===== src/rtl/csr_spmv_pkg.sv =====
// Shared types and constants for the CSR sparse matrix-vector core.
// Used by every module in rtl/; depends on nothing else.
package csr_spmv_pkg;

    // Field widths of the request and result channels.
    localparam int CMD_W    = 2;
    localparam int INDEX_W  = 10;
    localparam int VALUE_W  = 16;
    localparam int PROD_W   = 2 * VALUE_W;
    localparam int ACC_W    = 48;
    localparam int ROW_W    = 20;

    // Vector store geometry.
    localparam int VECTOR_DEPTH = 1024;
    localparam int VEC_AW       = $clog2(VECTOR_DEPTH);

    // Depth of the internal queues (power of two).
    localparam int QUEUE_DEPTH = 4;
    localparam int QPTR_W      = $clog2(QUEUE_DEPTH);
    localparam int QCNT_W      = QPTR_W + 1;

    // Command codes on the request channel.
    localparam logic [CMD_W-1:0] CMD_LOAD  = 2'd0;
    localparam logic [CMD_W-1:0] CMD_MAC   = 2'd1;
    localparam logic [CMD_W-1:0] CMD_CLOSE = 2'd2;

    // Saturation limits of the accumulator.
    localparam logic signed [ACC_W-1:0] ACC_MAX = {1'b0, {(ACC_W-1){1'b1}}};
    localparam logic signed [ACC_W-1:0] ACC_MIN = {1'b1, {(ACC_W-1){1'b0}}};

    // Operation classes handed from the front end to the back end.
    typedef enum logic [1:0] {
        OP_LOAD,
        OP_MAC,
        OP_CLOSE
    } t_op_kind;

    typedef struct packed {
        t_op_kind                   kind;
        logic [INDEX_W-1:0]         index;
        logic signed [VALUE_W-1:0]  value;
        logic                       row_end;
        logic                       in_range;
    } t_op;

    typedef struct packed {
        logic signed [ACC_W-1:0]    row_sum;
        logic [ROW_W-1:0]           row_number;
        logic                       saturated;
    } t_res;

endpackage


===== src/rtl/csr_spmv_front.sv =====
// Front end: accepts requests, classifies the command and registers the operation.
// Depends on csr_spmv_pkg.
module csr_spmv_front (
    input  logic                                        i_clk,
    input  logic                                        i_rst_n,
    input  logic                                        push,
    output logic                                        full,
    input  logic [csr_spmv_pkg::CMD_W-1:0]              i_command,
    input  logic [csr_spmv_pkg::INDEX_W-1:0]            i_index,
    input  logic signed [csr_spmv_pkg::VALUE_W-1:0]     i_value,
    input  logic                                        i_row_end,
    output logic                                        o_op_push,
    output csr_spmv_pkg::t_op                           o_op,
    input  logic                                        i_op_full
);
    import csr_spmv_pkg::*;

    logic   r_vld;
    t_op    r_op;
    logic   n_vld;
    t_op    n_op;
    logic   n_keep;
    logic   accept;

    // The holding register drains into the queue whenever the queue has room.
    assign o_op_push = r_vld && !i_op_full;
    assign full      = r_vld && i_op_full;
    assign accept    = push && !full;
    assign o_op      = r_op;

    // Classify the command; unused codes are dropped here.
    always_comb begin
        n_op.index    = i_index;
        n_op.value    = i_value;
        n_op.row_end  = i_row_end;
        n_op.in_range = (32'(i_index) < VECTOR_DEPTH);
        n_op.kind     = OP_LOAD;
        n_keep        = 1'b1;
        case (i_command)
            CMD_LOAD:  n_op.kind = OP_LOAD;
            CMD_MAC:   n_op.kind = OP_MAC;
            CMD_CLOSE: n_op.kind = OP_CLOSE;
            default:   n_keep    = 1'b0;
        endcase
    end

    // Next state of the holding register.
    always_comb begin
        n_vld = r_vld;
        if (accept) begin
            n_vld = n_keep;
        end else if (o_op_push) begin
            n_vld = 1'b0;
        end
    end

    always_ff @(posedge i_clk) begin
        if (!i_rst_n) begin
            r_vld <= 1'b0;
        end else begin
            r_vld <= n_vld;
        end
    end

    always_ff @(posedge i_clk) begin
        if (accept) begin
            r_op <= n_op;
        end
    end

endmodule


===== config.mk =====
export PLATFORM = sky130hd
export DESIGN_NAME = csr_spmv_front
export DESIGN_NICKNAME = d
export VERILOG_FILES = /design/src/rtl/csr_spmv_pkg.sv /design/src/rtl/csr_spmv_front.sv
export SDC_FILE = /design/constraint.sdc
export NUM_CORES = 1
export LEC_CHECK = 0
export BUFFER_PORTS_ARGS = -buffer_cell sky130_fd_sc_hd__buf_4
export CORE_MARGIN = 10
export CORE_UTILIZATION = 39
export CTS_CLUSTER_SIZE = 40
export DETAILED_ROUTE_END_ITERATION = 8
export GPL_TIMING_DRIVEN = 0
export PLACE_DENSITY = 0.74
export RECOVER_POWER = 50
export SETUP_SLACK_MARGIN = 0.05
export SLEW_MARGIN = 20
export SYNTH_ARGS = -nofsm -noshare
export SYNTH_HDL_FRONTEND = slang
export SYNTH_SLANG_ARGS = --single-unit

===== constraint.sdc =====
create_clock -name i_clk -period 2.5 [get_ports i_clk]
set_input_delay 0.125 -clock i_clk [delete_from_list [all_inputs] [get_ports i_clk]]
set_output_delay 0.125 -clock i_clk [all_outputs]
set_load 0.02 [all_outputs]

==> flow_summary.yaml <==
clocking:
  clock_latency_ns: 0.32
  clk_pin_slew_worst_paths_ns: 0.08
  clock_sinks: 30
  clock_path_buffers: 2
  htreeDepth: 2
  cts_tree: "done"
  clockRootBuffer: "clkbuf_4"
  numCtsBuffers: 5
setup_path:
  slowest_stage: "nor2b_4"
  path_cells: "and2_0, nor2b_4"
  start_kind: "flop"
  critPathRequiredTime_ns: 2.45
  critPathKind: "reg2reg"
  slowest_delay_ns: 0.67
  crit_fanout: 29
  crit_family: "simple AND/OR/NAND/NOR gates"
  cp_num_buf_inv: 0
  r2r-start: "r_vld$_SDFFE_PN0P_"
  cp.arrival_ns: 1.50
  crit_start: "r_vld$_SDFFE_PN0P_"
  rrSetupSlack_ns: 0.95
  end_kind: "flop"
sta:
  worstMarginPinSlew_ns: 0.791
  skew_ns: 0.00543
  slew_headroom: 0.472
  rsz0062_at_grt: "false"
  drv_slew: 0
  finalWorstPathRequiredPeriod_ns: 1.55
  finalHoldViolCount: 0
  finalCritPeriodShare: 0.622
  setup_viol: 0
  max_freq_mhz: 643
  setup_tns_ns: 0
  hold_ws_ns: 0.130
place:
  place_inst: 130
  port_buffers: 63
  place.gp.congestion: 0.706
final_layout:
  stdcell_count: 167
  nets: 170
  multiInputGateArea_um2: 58.8
  final_cell_mix: "clkbuf_4, edfxtp_1, dlygate4sd3_1, buf_4, clkbuf_1"
  drive_above_1_share: 0.384
  final_common_cell: "clkbuf_4"
  syn_to_final_growth_pct: 82.0
  register_area_um2: 891
  utilization: 0.761
  n_fill_cell: 163
power_and_ir_drop:
  p_leak_uw: 0.000703
  power_uw: 1020
  netSwitchingPower_uw: 234
  ir_worst_vdd_uv: 513
  sequentialPowerShare: 0.585
  p_sw_frac: 0.230
  pwr-share-comb: 0.162
  p_int_uw: 782
  clkPwrFrac: 0.253
  powerDensity_nw_per_um2: 587
detailed_routing:
  drc: 0
  via_per_inst: 4.35
  wirelength_um: 2920
  drt_iter0_markers: 4
  drt-pass1-iter-count: 4
  wire_per_inst_um: 17.5
  dr_total_vias: 726
  drtAntennaViolNets: 0
floorplanning:
  core_um2: 2280
  die_w_um: 69.4
  rows: 17
  dieArea_um2: 4820
  pin_count: 65
  start_util: 0.418
  die_h_um: 69.4
logic_synthesis:
  synth_cell_type_count: 9
  yosysWarningCount: 0
  synth_fp_nets: 72
  syn_area_um2: 952
  seq_area_frac_synth: 0.936
  avgSynthCellArea_um2: 24.4
  netlist_instances: 39
  synth-seq-cells: 30
run:
  maxCapViolations: 0
global_route:
  track_usage: 0.125
  grt_pass1_wl_um: 4620
  grt_pass1_vias: 840
  grt-ovfl-total: 0
  antenna_found_initial: 0
  grt_max_degree: 30
min_path:
  hold_class: "in2reg"
  hp-start: "i_command[0]"
outcome:
  status: "completed"
## worst register-to-register path, delay by kind of cell (launching register included)
| family | cells | cell delay, ns |
|---|---|---|
| flip-flops | 1 | 0.31 |
| AND/OR/NAND/NOR | 2 | 0.88 |
## routing by layer
metal / up-vias / global-route usage / share of wire
li1: 348 / - / -
met3: 5 / 0.0927 / 0.14
met1: 324 / 0.113 / 0.34
met2: 49 / 0.203 / 0.51
met5: - / 0 / 0
met4: 0 / 0.0576 / 0.016
## registers in the layout, indices dropped and copies added, names as in the netlist
register,flops
o_op,29
r_vld,1
## final cells by class
type,instances,share of cell area
multi-input cells,8,0.0339
clock buffers,8,0.0282
plain buffers,1,0.00433
diodes,1,0.00144
repair buffers,91,0.398
well taps,28,0.0202
flip-flops and latches,30,0.514
## synth_stat cells (all sizes together)
library cell | n | area (um^2)
nor2b | 3 | 18.8
dfxtp | 1 | 20.0
a21boi | 1 | 7.51
and2b | 1 | 7.51
buf | 1 | 7.51
conb | 1 | 3.75
edfxtp | 29 | 871
o21a | 1 | 7.51
and2 | 1 | 8.76
## logic make-up (layout without fill, tap and decap cells)
logic type	after synthesis	count (layout)	share of synthesized area
AO/OA/AOI/OAI	2	2	0.0158
buffers and inverters	1	100	0.00789
flip-flops	30	30	0.936
other	1	2	0.00394
AND/OR/NAND/NOR	5	5	0.0368
## worst paths after layout
check	endpoint	depth (start not counted)
worst max register to register	o_op[29]$_DFFE_PP_	2
worst max-delay path	o_op[29]$_DFFE_PP_	2
worst min register to register	r_vld$_SDFFE_PN0P_	2
worst min-delay path	o_op[29]$_DFFE_PP_	2
## per-stage QoR
stage / setup WS, ns / cell area [um^2]
after floorplan: 0.303 / 952
after detailed placement: 1.03 / 1470
after global placement: -0.0662 / 1460
final: 0.945 / 1730
after CTS: 1.02 / 1800
after global routing: 0.866 / 1730
## repair_timing
action | in CTS | in global routing
hold endpoints to repair | 28 | 0
hold buffers | 28 | 0
resized for setup | 0 | 0
buffers inserted | 0 | 0
## power groups by stage
| stage | Combinational (uW) | Sequential, uW | Clock, uW |
|---|---|---|---|
| after global routing | 176 | 598 | 296 |
| after global placement | 141 | 606 | 0 |
| after detailed placement | 145 | 606 | 0 |
| after CTS | 181 | 594 | 270 |
| final | 165 | 594 | 257 |
| after floorplan | 17.8 | 644 | 0 |
(Power assumes the default switching activity.)
