--- config.mk ---
export PLATFORM = sky130hd
export DESIGN_NAME = csr_spmv_opq
export DESIGN_NICKNAME = d
export VERILOG_FILES = /design/src/rtl/csr_spmv_pkg.sv /design/src/rtl/csr_spmv_opq.sv
export SDC_FILE = /design/constraint.sdc
export NUM_CORES = 1
export LEC_CHECK = 0
export BUFFER_PORTS_ARGS = -buffer_cell sky130_fd_sc_hd__buf_2
export CAP_MARGIN = 20
export CORE_MARGIN = 2
export CORE_UTILIZATION = 50
export CTS_BUF_LIST = sky130_fd_sc_hd__clkbuf_8
export CTS_CLUSTER_DIAMETER = 150
export DETAILED_ROUTE_END_ITERATION = 12
export PLACE_DENSITY_LB_ADDON = 0.12
export SLEW_MARGIN = 20
export SYNTH_ARGS = -nofsm -noshare
export SYNTH_HDL_FRONTEND = slang
export SYNTH_SLANG_ARGS = --single-unit
--- constraint.sdc ---
create_clock -name i_clk -period 1.85 [get_ports i_clk]
set_input_delay 0.185 -clock i_clk [delete_from_list [all_inputs] [get_ports i_clk]]
set_output_delay 0.185 -clock i_clk [all_outputs]
set_load 0.005 [all_outputs]
--- src/rtl/csr_spmv_pkg.sv ---
// Shared types and constants for the CSR sparse matrix-vector core.
// Used by every module in rtl/; depends on nothing else.
package csr_spmv_pkg;

    // Field widths of the request and result channels.
    localparam int CMD_W    = 2;
    localparam int INDEX_W  = 10;
    localparam int VALUE_W  = 16;
    localparam int PROD_W   = 2 * VALUE_W;
    localparam int ACC_W    = 48;
    localparam int ROW_W    = 20;

    // Vector store geometry.
    localparam int VECTOR_DEPTH = 1024;
    localparam int VEC_AW       = $clog2(VECTOR_DEPTH);

    // Depth of the internal queues (power of two).
    localparam int QUEUE_DEPTH = 4;
    localparam int QPTR_W      = $clog2(QUEUE_DEPTH);
    localparam int QCNT_W      = QPTR_W + 1;

    // Command codes on the request channel.
    localparam logic [CMD_W-1:0] CMD_LOAD  = 2'd0;
    localparam logic [CMD_W-1:0] CMD_MAC   = 2'd1;
    localparam logic [CMD_W-1:0] CMD_CLOSE = 2'd2;

    // Saturation limits of the accumulator.
    localparam logic signed [ACC_W-1:0] ACC_MAX = {1'b0, {(ACC_W-1){1'b1}}};
    localparam logic signed [ACC_W-1:0] ACC_MIN = {1'b1, {(ACC_W-1){1'b0}}};

    // Operation classes handed from the front end to the back end.
    typedef enum logic [1:0] {
        OP_LOAD,
        OP_MAC,
        OP_CLOSE
    } t_op_kind;

    typedef struct packed {
        t_op_kind                   kind;
        logic [INDEX_W-1:0]         index;
        logic signed [VALUE_W-1:0]  value;
        logic                       row_end;
        logic                       in_range;
    } t_op;

    typedef struct packed {
        logic signed [ACC_W-1:0]    row_sum;
        logic [ROW_W-1:0]           row_number;
        logic                       saturated;
    } t_res;

endpackage

--- src/rtl/csr_spmv_opq.sv ---
// Short operation queue that decouples the front end from the back end.
// Depends on csr_spmv_pkg.
module csr_spmv_opq (
    input  logic                i_clk,
    input  logic                i_rst_n,
    input  logic                i_push,
    input  csr_spmv_pkg::t_op   i_op,
    output logic                o_full,
    input  logic                i_pop,
    output logic                o_empty,
    output csr_spmv_pkg::t_op   o_op
);
    import csr_spmv_pkg::*;

    t_op                r_entry [QUEUE_DEPTH];
    logic [QPTR_W-1:0]  r_wr_ptr;
    logic [QPTR_W-1:0]  r_rd_ptr;
    logic [QCNT_W-1:0]  r_count;
    logic               do_push;
    logic               do_pop;

    assign o_full  = (r_count == QCNT_W'(QUEUE_DEPTH));
    assign o_empty = (r_count == '0);
    assign do_push = i_push && !o_full;
    assign do_pop  = i_pop && !o_empty;
    assign o_op    = r_entry[r_rd_ptr];

    // Pointers and fill count.
    always_ff @(posedge i_clk) begin
        if (!i_rst_n) begin
            r_wr_ptr <= '0;
            r_rd_ptr <= '0;
            r_count  <= '0;
        end else begin
            if (do_push) begin
                r_wr_ptr <= r_wr_ptr + 1'b1;
            end
            if (do_pop) begin
                r_rd_ptr <= r_rd_ptr + 1'b1;
            end
            if (do_push && !do_pop) begin
                r_count <= r_count + 1'b1;
            end else if (do_pop && !do_push) begin
                r_count <= r_count - 1'b1;
            end
        end
    end

    // Entry storage.
    always_ff @(posedge i_clk) begin
        if (do_push) begin
            r_entry[r_wr_ptr] <= i_op;
        end
    end

endmodule

==> impl_metrics.yaml, run 1 <==
outcome:
  status: "finished with violations"
  violations: "setup timing"
power_and_ir_drop:
  peakVddDrop_uv: 744.6
  p_clk_share_pct: 28.4
  p_leak_uw: 0.002193
  intPower_uw: 6022
  p_per_area_nw_per_um2: 1296
  power_frac_comb_pct: 26.0
  power.switching_fraction_pct: 25.91
  switchingPower_uw: 2106
  p_seq_share_pct: 45.6
synthesis:
  synth_edf_count: 120
  ys_types: 23
  synthAdderAreaFrac_pct: 1.718
  ys_async_sr_fraction_pct: 0
  synth_fp_nets: 244
  synth.area.top_cells: "edfxtp_1 75%, mux4_2 14%, dfxtp_1 3.7%"
  synth_compound_area_share_pct: 0.7029
  synth_flop_cell: "edfxtp_1"
  synth_most_common_cell: "edfxtp_1"
  syn_area_per_cell_sq_um: 23.56
  synth.top_cell.area_share_pct: 74.98
  yosys.area_share.xor_xnor_pct: 0.7290
  synth_top_family_by_area: "multiplexers"
  yosysWarnings: 0
  synthCells: 204
  synth_common_cells: "120 x edfxtp_1, 30 x mux4_2, 9 x dfxtp_1"
  synth_largest_area_cell: "edfxtp_1"
  synth_area_sq_um: 4806
  yosysSeqAreaShare_pct: 78.73
  muxShareOfSynthArea_pct: 14.68
  synthSimpleGateAreaFrac_pct: 2.109
  ys_seq_elements: 129
sta:
  hold_viol_final: 0
  fin_skew_ns: 0.005947
  layout_setup_ws_ns: -0.02815
  fmax_mhz: 532.4
  fin_crit_sh_pct: 101.5
  slew_viol_final: 0
  finalSetupViolations: 21
  period_needed_ns: 1.878
  rsz0062_at_grt: "true"
  slew_headroom_pct: 78.65
  worst_pin_slew_ns: 0.3153
clocking:
  clk_path_buf_depth: 2
  cts_num_sinks: 129
  cts_buffers: 17
  clockRootBuffer: "clkbuf_8"
  cts_setup_buffers: 0
  insertion_delay_ns: 0.41
  htreeDepth: 4
  cts_tree: "yes"
  clk_pin_slew_worst_paths_ns: 0.07
grt:
  antenna_found_initial: 0
  grt_max_degree: 21
  grt_use_total_pct: 16.74
  grt_overflow: 0
  grt_pass1_vias: 2441
  grt_pass1_wl_um: 12430
hold_path:
  hold_path_class: "in -> reg"
finish:
  diodes: 0
  fin_util_pct: 67.53
  areaGrowthSynthToFinish_pct: 30.46
  final_nets: 372
  final_area_sq_um: 6270
  instances_no_fill: 474
  drive_gt1_share_pct: 46.96
placed_design:
  routabilityCongestion: 0.7193
  dp.cells: 410
  dpl.hpwl_um: 4968
  io_buffers: 65
  place_area_sq_um: 5490
route:
  wl_um: 8114
  drt_iter0_drc: 69
  vias_per_cell: 5.078
  ant_nets: 0
  drc: 0
  wl_per_cell_um: 17.12
  via_count: 2407
  first_pass_iters: 4
setup_path:
  r2r-start: "r_count[2]"
  crit_chain: "clkbuf_16, mux4_2, buf_2"
  cpPeakStageDelay_ns: 0.50
  start_kind: "register"
  cp.required_ns: 1.66
  worst_ep_arrival_time_ns: 1.69
  crit_path_end_kind: "primary output"
  r2r-end: "r_count[2]"
  path_max_fanout: 8
  r2r_cells: 8
  critPathCapture: "o_op[22]"
  cp_slowest_cell: "mux4_2"
  worstSetupPathType: "reg -> out"
  rrSetupSlack_ns: -0.03
floorplan:
  core_area_sq_um: 9284
  start_util_pct: 51.77
  fp.dieW_um: 102.0
  pin_count: 66
  dieArea_sq_um: 10410
  rows: 35
  fp.dieH_um: 102.0
run:
  cap_violations: 0
## how the worst min path moves through the flow
stage	startpoint	end	slack, ns	cells after the start
2_1_floorplan	i_op[0]	r_entry[0][0]	0.28	0
3_3_place_gp	i_op[11]	r_entry[1][11]	0.40	1
3_5_place_dp	i_op[8]	r_entry[2][8]	0.40	1
4_1_cts	i_rst_n	r_wr_ptr[0]	0.06	3
5_1_grt	i_rst_n	r_count[0]	0.09	2
6_report	i_rst_n	r_wr_ptr[0]	0.09	3
## kinds of logic (layout without fill, tap and decap cells)
logic type	after synthesis	in the layout
flops	129	129
mux	33	33
simple gates	17	17
buf+inv	11	152
fa+ha+maj	6	6
compound gates	4	4
xor+xnor	4	4
## flip-flops by register name (all words and copies together), names as in the netlist, named ones only
register / cells
r_wr_ptr: 2
r_rd_ptr: 2
r_entry: 120
r_count: 3
## metal layers
metal  track usage (%)  wire length (um)  up-vias
met4             6.769                89        0
met3             5.472               424        8
li1                  -                 -     1103
met5                 0                 0        -
met2             27.38              4229       65
met1             20.95              3371     1231
## metrics by stage
step	worst slack, ns	setup TNS (ns)	power, uW	hold WS (ns)
CTS	-0.07781	-0.6552	8096	0.06271
floorplan	-0.03471	-0.03471	4862	0.2839
global route	-0.1106	-2.405	8563	0.08637
detailed placement	-0.1348	-0.1348	5712	0.4016
finish	-0.02815	-0.2846	8128	0.09325
global placement	-0.05564	-0.05564	5668	0.3990
## worst max-delay path, delay by kind of cell (launching register included)
kind	cells	cell delay [ns]
flip-flops	1	0.44
multiplexers	1	0.50
buffers and inverters	2	0.34
## layout make-up
class / instances / area, sq um
clock inverters: 15 / 161.4
flip-flops and latches: 129 / 3792
clock buffers: 17 / 234.0
multi-input cells: 64 / 989.7
well taps: 129 / 161.4
repair buffers: 117 / 919.6
inverters: 3 / 11.26
fillers: 642 / 3014
## power by group through the flow
stage | logic (uW) | registers, uW | clock network (uW)
3_5_place_dp | 1980 | 3740 | 0
6_report | 2110 | 3710 | 2310
3_3_place_gp | 1950 | 3720 | 0
5_1_grt | 2310 | 3730 | 2520
2_1_floorplan | 1160 | 3700 | 0
4_1_cts | 2040 | 3680 | 2380
## layout by cell type (no fill, tap or decap), drive strengths merged, types with 2 or more instances in the layout
master	instances
clkinv	3
ha	5
bufinv	2
mux4	30
nand2	4
clkinvlp	5
nor2b	2
clkbuf	19
buf	85
and2	8
mux2i	3
inv	8
dlygate4sd3	30
dfxtp	9
xnor2	3
edfxtp	120
## repair_timing
action	CTS	global route
pin swaps	0	1
hold endpoints to repair	120	0
resized for setup	2	5
hold buffers	30	0
gates cloned	0	2
endpoints found under the setup margin	29	31
Power figures use the tool's default switching activity.
==> inputs of run 2 (changes only) <==
--- a/config.mk
+++ b/config.mk
@@ -7,12 +7,13 @@
 export LEC_CHECK = 0
 export BUFFER_PORTS_ARGS = -buffer_cell sky130_fd_sc_hd__buf_2
 export CAP_MARGIN = 20
+export CORE_ASPECT_RATIO = 2
 export CORE_MARGIN = 2
-export CORE_UTILIZATION = 50
+export CORE_UTILIZATION = 37
 export CTS_BUF_LIST = sky130_fd_sc_hd__clkbuf_8
 export CTS_CLUSTER_DIAMETER = 150
 export DETAILED_ROUTE_END_ITERATION = 12
-export PLACE_DENSITY_LB_ADDON = 0.12
+export PLACE_DENSITY = 0.58
 export SLEW_MARGIN = 20
 export SYNTH_ARGS = -nofsm -noshare
 export SYNTH_HDL_FRONTEND = slang
==> impl_metrics.yaml, run 2 (synthesis gave the netlist of run 1 again) <==
outcome:
  status: "finished with violations"
  violations: "setup timing"
grt:
  grt_use_total_pct: 13.24
  use_met2_pct: 24.30
  top_usage_layer: "met2"
  grtUsageMet1_pct: 13.40
  grt_max_degree: 31
  grt_pass1_wl_um: 13350
  grt_pass1_vias: 2589
  grtUsageMet3_pct: 4.324
  grt_overflow: 0
  antenna_found_initial: 0
clocking:
  cts_num_sinks: 129
  clockRootBuffer: "clkbuf_8"
  insertion_delay_ns: 0.42
  cts_tree: "yes"
  clk_pin_slew_worst_paths_ns: 0.07
  htreeDepth: 4
  clk_path_buf_depth: 2
  cts_buffers: 17
power_and_ir_drop:
  power_frac_comb_pct: 26.2
  switchingPower_uw: 2031
  peakVddDrop_uv: 567.8
  intPower_uw: 6098
  p_leak_uw: 0.002172
  p_seq_share_pct: 45.7
  power.switching_fraction_pct: 24.98
  p_clk_share_pct: 28.0
  p_per_area_nw_per_um2: 1307
sta:
  fin_tns_setup_ns: -0.8149
  fin_skew_ns: 0.01208
  fin_crit_sh_pct: 102.5
  finalSetupViolations: 30
  rsz0062_at_grt: "true"
  slew_headroom_pct: 67.97
  worst_pin_slew_ns: 0.4805
  layout_setup_ws_ns: -0.04617
  hold_viol_final: 0
  slew_viol_final: 0
  period_needed_ns: 1.896
  fmax_mhz: 527.4
placed_design:
  place_ws_ns: -0.1067
  dp.cells: 423
  io_buffers: 65
  dpl.hpwl_um: 5238
  routabilityCongestion: 0.7285
setup_path:
  r2r-start: "r_count[2]"
  worst_ep_arrival_time_ns: 2.24
  rrSetupSlack_ns: -0.05
  r2r_cells: 9
  worstSetupPathType: "reg -> reg"
  cp.required_ns: 2.20
  path_max_fanout: 4
  start_kind: "register"
  r2r-end: "r_count[2]"
  crit_path_end_kind: "register"
finish:
  top_register: "r_entry"
  mostFrequentLayoutCells: "120 x edfxtp_1, 63 x buf_2, 30 x mux4_2, 30 x dlygate4sd3_1, 17 x clkbuf_8"
  areaGrowthSynthToFinish_pct: 29.45
  diodes: 0
  drive_gt1_share_pct: 45.43
  instances_no_fill: 489
  largest_register_ffs: 120
  final_nets: 366
  reg_top3: "r_entry: 120 flops, r_count: 3 flops"
  final_common_cell: "edfxtp_1"
floorplan:
  fp.dieW_um: 84.59
  rows: 58
  core_area_sq_um: 12630
  pin_count: 66
  start_util_pct: 38.06
  fp.dieH_um: 165.2
  dieArea_sq_um: 13970
route:
  first_pass_iters: 6
  wl_per_cell_um: 18.03
  vias_per_cell: 4.816
  wl_um: 8815
  via_count: 2355
  drt_iter0_drc: 92
  drc: 0
  ant_nets: 0
hold_path:
  hold_path_end: "r_count[1]"
  hold_path_class: "in -> reg"
  holdCritStartpoint: "i_rst_n"
  holdPathStages: 2
run:
  cap_violations: 0
## run 2: power by group through the flow
stage | combinational (uW) | sequential (uW) | clock, uW
6_report | 2130 | 3720 | 2280
5_1_grt | 2330 | 3740 | 2450
4_1_cts | 2120 | 3710 | 2340
3_5_place_dp | 1910 | 3730 | 0
3_3_place_gp | 1890 | 3700 | 0
2_1_floorplan | 1160 | 3700 | 0
## run 2: worst max-delay path by stage
stage | start | to | slack (ns)
final | r_count[2] | r_count[2] | -0.05
after global routing | r_count[2] | r_count[2] | -0.17
after CTS | register | o_op[27] | -0.10
after floorplan | r_count[2] | r_count[2] | -0.03
after detailed placement | r_count[2] | r_count[2] | -0.11
after global placement | r_count[1] | r_count[2] | -0.03
## run 2: area by class of cell
class	count	area, sq um
fillers	1096	6406
well taps	150	187.7
clock buffers	17	234.0
multi-input cells	64	999.7
inverters	3	11.26
clock inverters	15	151.4
repair buffers	111	844.6
flip-flops and latches	129	3792
## run 2: repair_timing
action                                 CTS  global route
setup endpoints to repair              121            31
setup buffers                            0             1
cloned                                   2             1
resized for setup                       10             4
pin swaps                                1             0
endpoints found under the hold margin  120             0
hold buffers                            30             0
## run 2: critical path, cell delays in order, from the launching register on
cell and delay [ns]:
dfxtp_2 0.34, nor3b_4 0.15, nor2b_2 0.13, buf_6 0.13, ha_4 0.13, inv_2 0.03, fa_2 0.32, xor2_1 0.15
or3_1 0.30, a21boi_1 0.12
## run 2: per-layer routing
| metal | part of all wire, % | wire [um] |
|---|---|---|
| met4 | 1.6 | 141 |
| met1 | 37 | 3255 |
| met3 | 3.6 | 321 |
| met2 | 58 | 5097 |
| met5 | 0 | 0 |
## run 2: stage by stage
stage	instance area, sq um	utilization, %	power, uW	hold WS (ns)
final	6221	49.27	8128	0.1055
after global routing	6221	49.27	8528	0.09309
after CTS	6167	48.84	8162	0.09115
after detailed placement	5406	42.82	5636	0.4031
after global placement	5406	42.82	5599	0.3951
after floorplan	4828	-	4862	0.2839
==> inputs of run 3 (changes only) <==
--- a/config.mk
+++ b/config.mk
@@ -14,6 +14,7 @@
 export CTS_CLUSTER_DIAMETER = 150
 export DETAILED_ROUTE_END_ITERATION = 12
 export PLACE_DENSITY = 0.58
+export REMOVE_ABC_BUFFERS = 1
 export SLEW_MARGIN = 20
 export SYNTH_ARGS = -nofsm -noshare
 export SYNTH_HDL_FRONTEND = slang
==> impl_metrics.yaml, run 3 (synthesis gave the netlist of run 1 again) <==
floorplan:
  core_area_sq_um: 12630
  start_util_pct: 38.06
  dieArea_sq_um: 13970
  pin_count: 66
  fp.dieW_um: 84.59
  fp.dieH_um: 165.2
  rows: 58
outcome:
  violations: "setup timing"
  status: "finished with violations"
finish:
  regArea_sq_um: 3794
  final_nets: 375
  multi_input_area_sq_um: 968.4
  diodes: 0
  final_area_sq_um: 6396
  nFillCells: 1070
  areaGrowthSynthToFinish_pct: 33.09
  mostFrequentLayoutCells: "120 x edfxtp_1, 65 x buf_2, 30 x mux4_2, 30 x dlygate4sd3_1, 17 x clkbuf_8"
  drive_gt1_share_pct: 47.13
  largest_register_ffs: 120
  top_register: "r_entry"
  fin_util_pct: 50.65
  instances_no_fill: 498
  final_common_cell: "edfxtp_1"
  reg_top3: "r_entry: 120 flops, r_count: 3 flops"
setup_path:
  worst_ep_arrival_time_ns: 2.25
  path_max_fanout: 3
  cp.required_ns: 2.19
  worstSetupPathType: "reg -> reg"
  crit_path_end_kind: "register"
  start_kind: "register"
placed_design:
  dpl.hpwl_um: 5078
  dp.cells: 424
  place_area_sq_um: 5446
  io_buffers: 65
  routabilityCongestion: 0.6700
grt:
  grt_overflow: 0
  grt_pass1_wl_um: 13720
  antenna_found_initial: 0
  grt_use_total_pct: 13.59
  grt_max_degree: 31
  grt_pass1_vias: 2644
clocking:
  cts_num_sinks: 129
  clk_pin_slew_worst_paths_ns: 0.07
  clk_path_buf_depth: 2
  htreeDepth: 4
  insertion_delay_ns: 0.43
  cts_tree: "yes"
  clockRootBuffer: "clkbuf_8"
  cts_buffers: 17
sta:
  worst_pin_slew_ns: 0.3401
  fin_tns_setup_ns: -0.6163
  period_needed_ns: 1.902
  layout_setup_ws_ns: -0.05159
  hold_viol_final: 0
  rsz0062_at_grt: "true"
  fin_skew_ns: 0.01092
  fmax_mhz: 525.9
  fin_crit_sh_pct: 102.8
  finalSetupViolations: 28
  slew_headroom_pct: 76.97
  slew_viol_final: 0
route:
  wl_per_cell_um: 18.45
  drc: 0
  via_count: 2399
  drt_iter0_drc: 157
  ant_nets: 0
  first_pass_iters: 4
  vias_per_cell: 4.817
  wl_um: 9189
run:
  cap_violations: 0
power_and_ir_drop:
  p_leak_uw: 0.002232
  p_per_area_nw_per_um2: 1307
  power_uw: 8360
  peakVddDrop_uv: 607.0
hold_path:
  hold_path_class: "in -> reg"
[run 3: changes by cell type in the layout (fill, tap and decap cells not counted), sizes merged]
| cell | delta |
|---|---|
| buf | +5 |
| clkbuf | +4 |
| clkinv | -4 |
| clkinvlp | +4 |
[run 3: layer usage]
metal | up-vias | global-route usage, % | share of wire (%)
li1 | 1112 | - | -
met1 | 1214 | 13.74 | 35
met2 | 64 | 25.41 | 59
met3 | 9 | 4.125 | 4.1
met4 | 0 | 5.772 | 1.4
met5 | - | 0 | 0
[run 3: final cells by class]
| type | count | area share, % |
|---|---|---|
| flip-flops and latches | 129 | 59.31 |
| repair buffers | 120 | 15.88 |
| multi-input cells | 64 | 15.14 |
| clock buffers | 17 | 3.658 |
| well taps | 150 | 2.934 |
| clock inverters | 15 | 2.895 |
| inverters | 3 | 0.1761 |
[run 3: timing repair]
item,CTS,global route
hold endpoints to repair,120,0
setup buffers,5,0
resized for setup,8,0
pin swaps,2,0
setup endpoints to repair,31,151
hold buffers,30,0
cloned,2,5
[run 3: worst max-delay path, cell delays in order (launching register included)]
cell and delay [ns]:
dfxtp_2 0.34, nor3b_2 0.16, nor2b_1 0.16, ha_2 0.20
inv_1 0.05, fa_2 0.33, xor2_1 0.15, or3_1 0.30
a21boi_1 0.13
[run 3: power by group]
group	internal, uW	switching, uW
Sequential	3560	159
Clock	1340	1110
Combinational	1290	908
[run 3: worst paths after layout]
check	depth (start not counted)	from	end	slack, ns
worst min register to register	2	r_wr_ptr[1]	r_wr_ptr[1]	0.51
worst min-delay path	3	i_rst_n	r_wr_ptr[1]	0.09
worst max register to register	8	r_count[2]	r_count[2]	-0.05
worst max-delay path	8	r_count[2]	r_count[2]	-0.05
[run 3: per-stage QoR]
stage,hold WS [ns],worst slack (ns)
2_1_floorplan,0.2839,-0.3600
3_3_place_gp,0.3963,-0.03062
3_5_place_dp,0.4025,-0.1153
4_1_cts,0.06483,-0.08468
5_1_grt,0.07440,-0.1724
6_report,0.08773,-0.05159
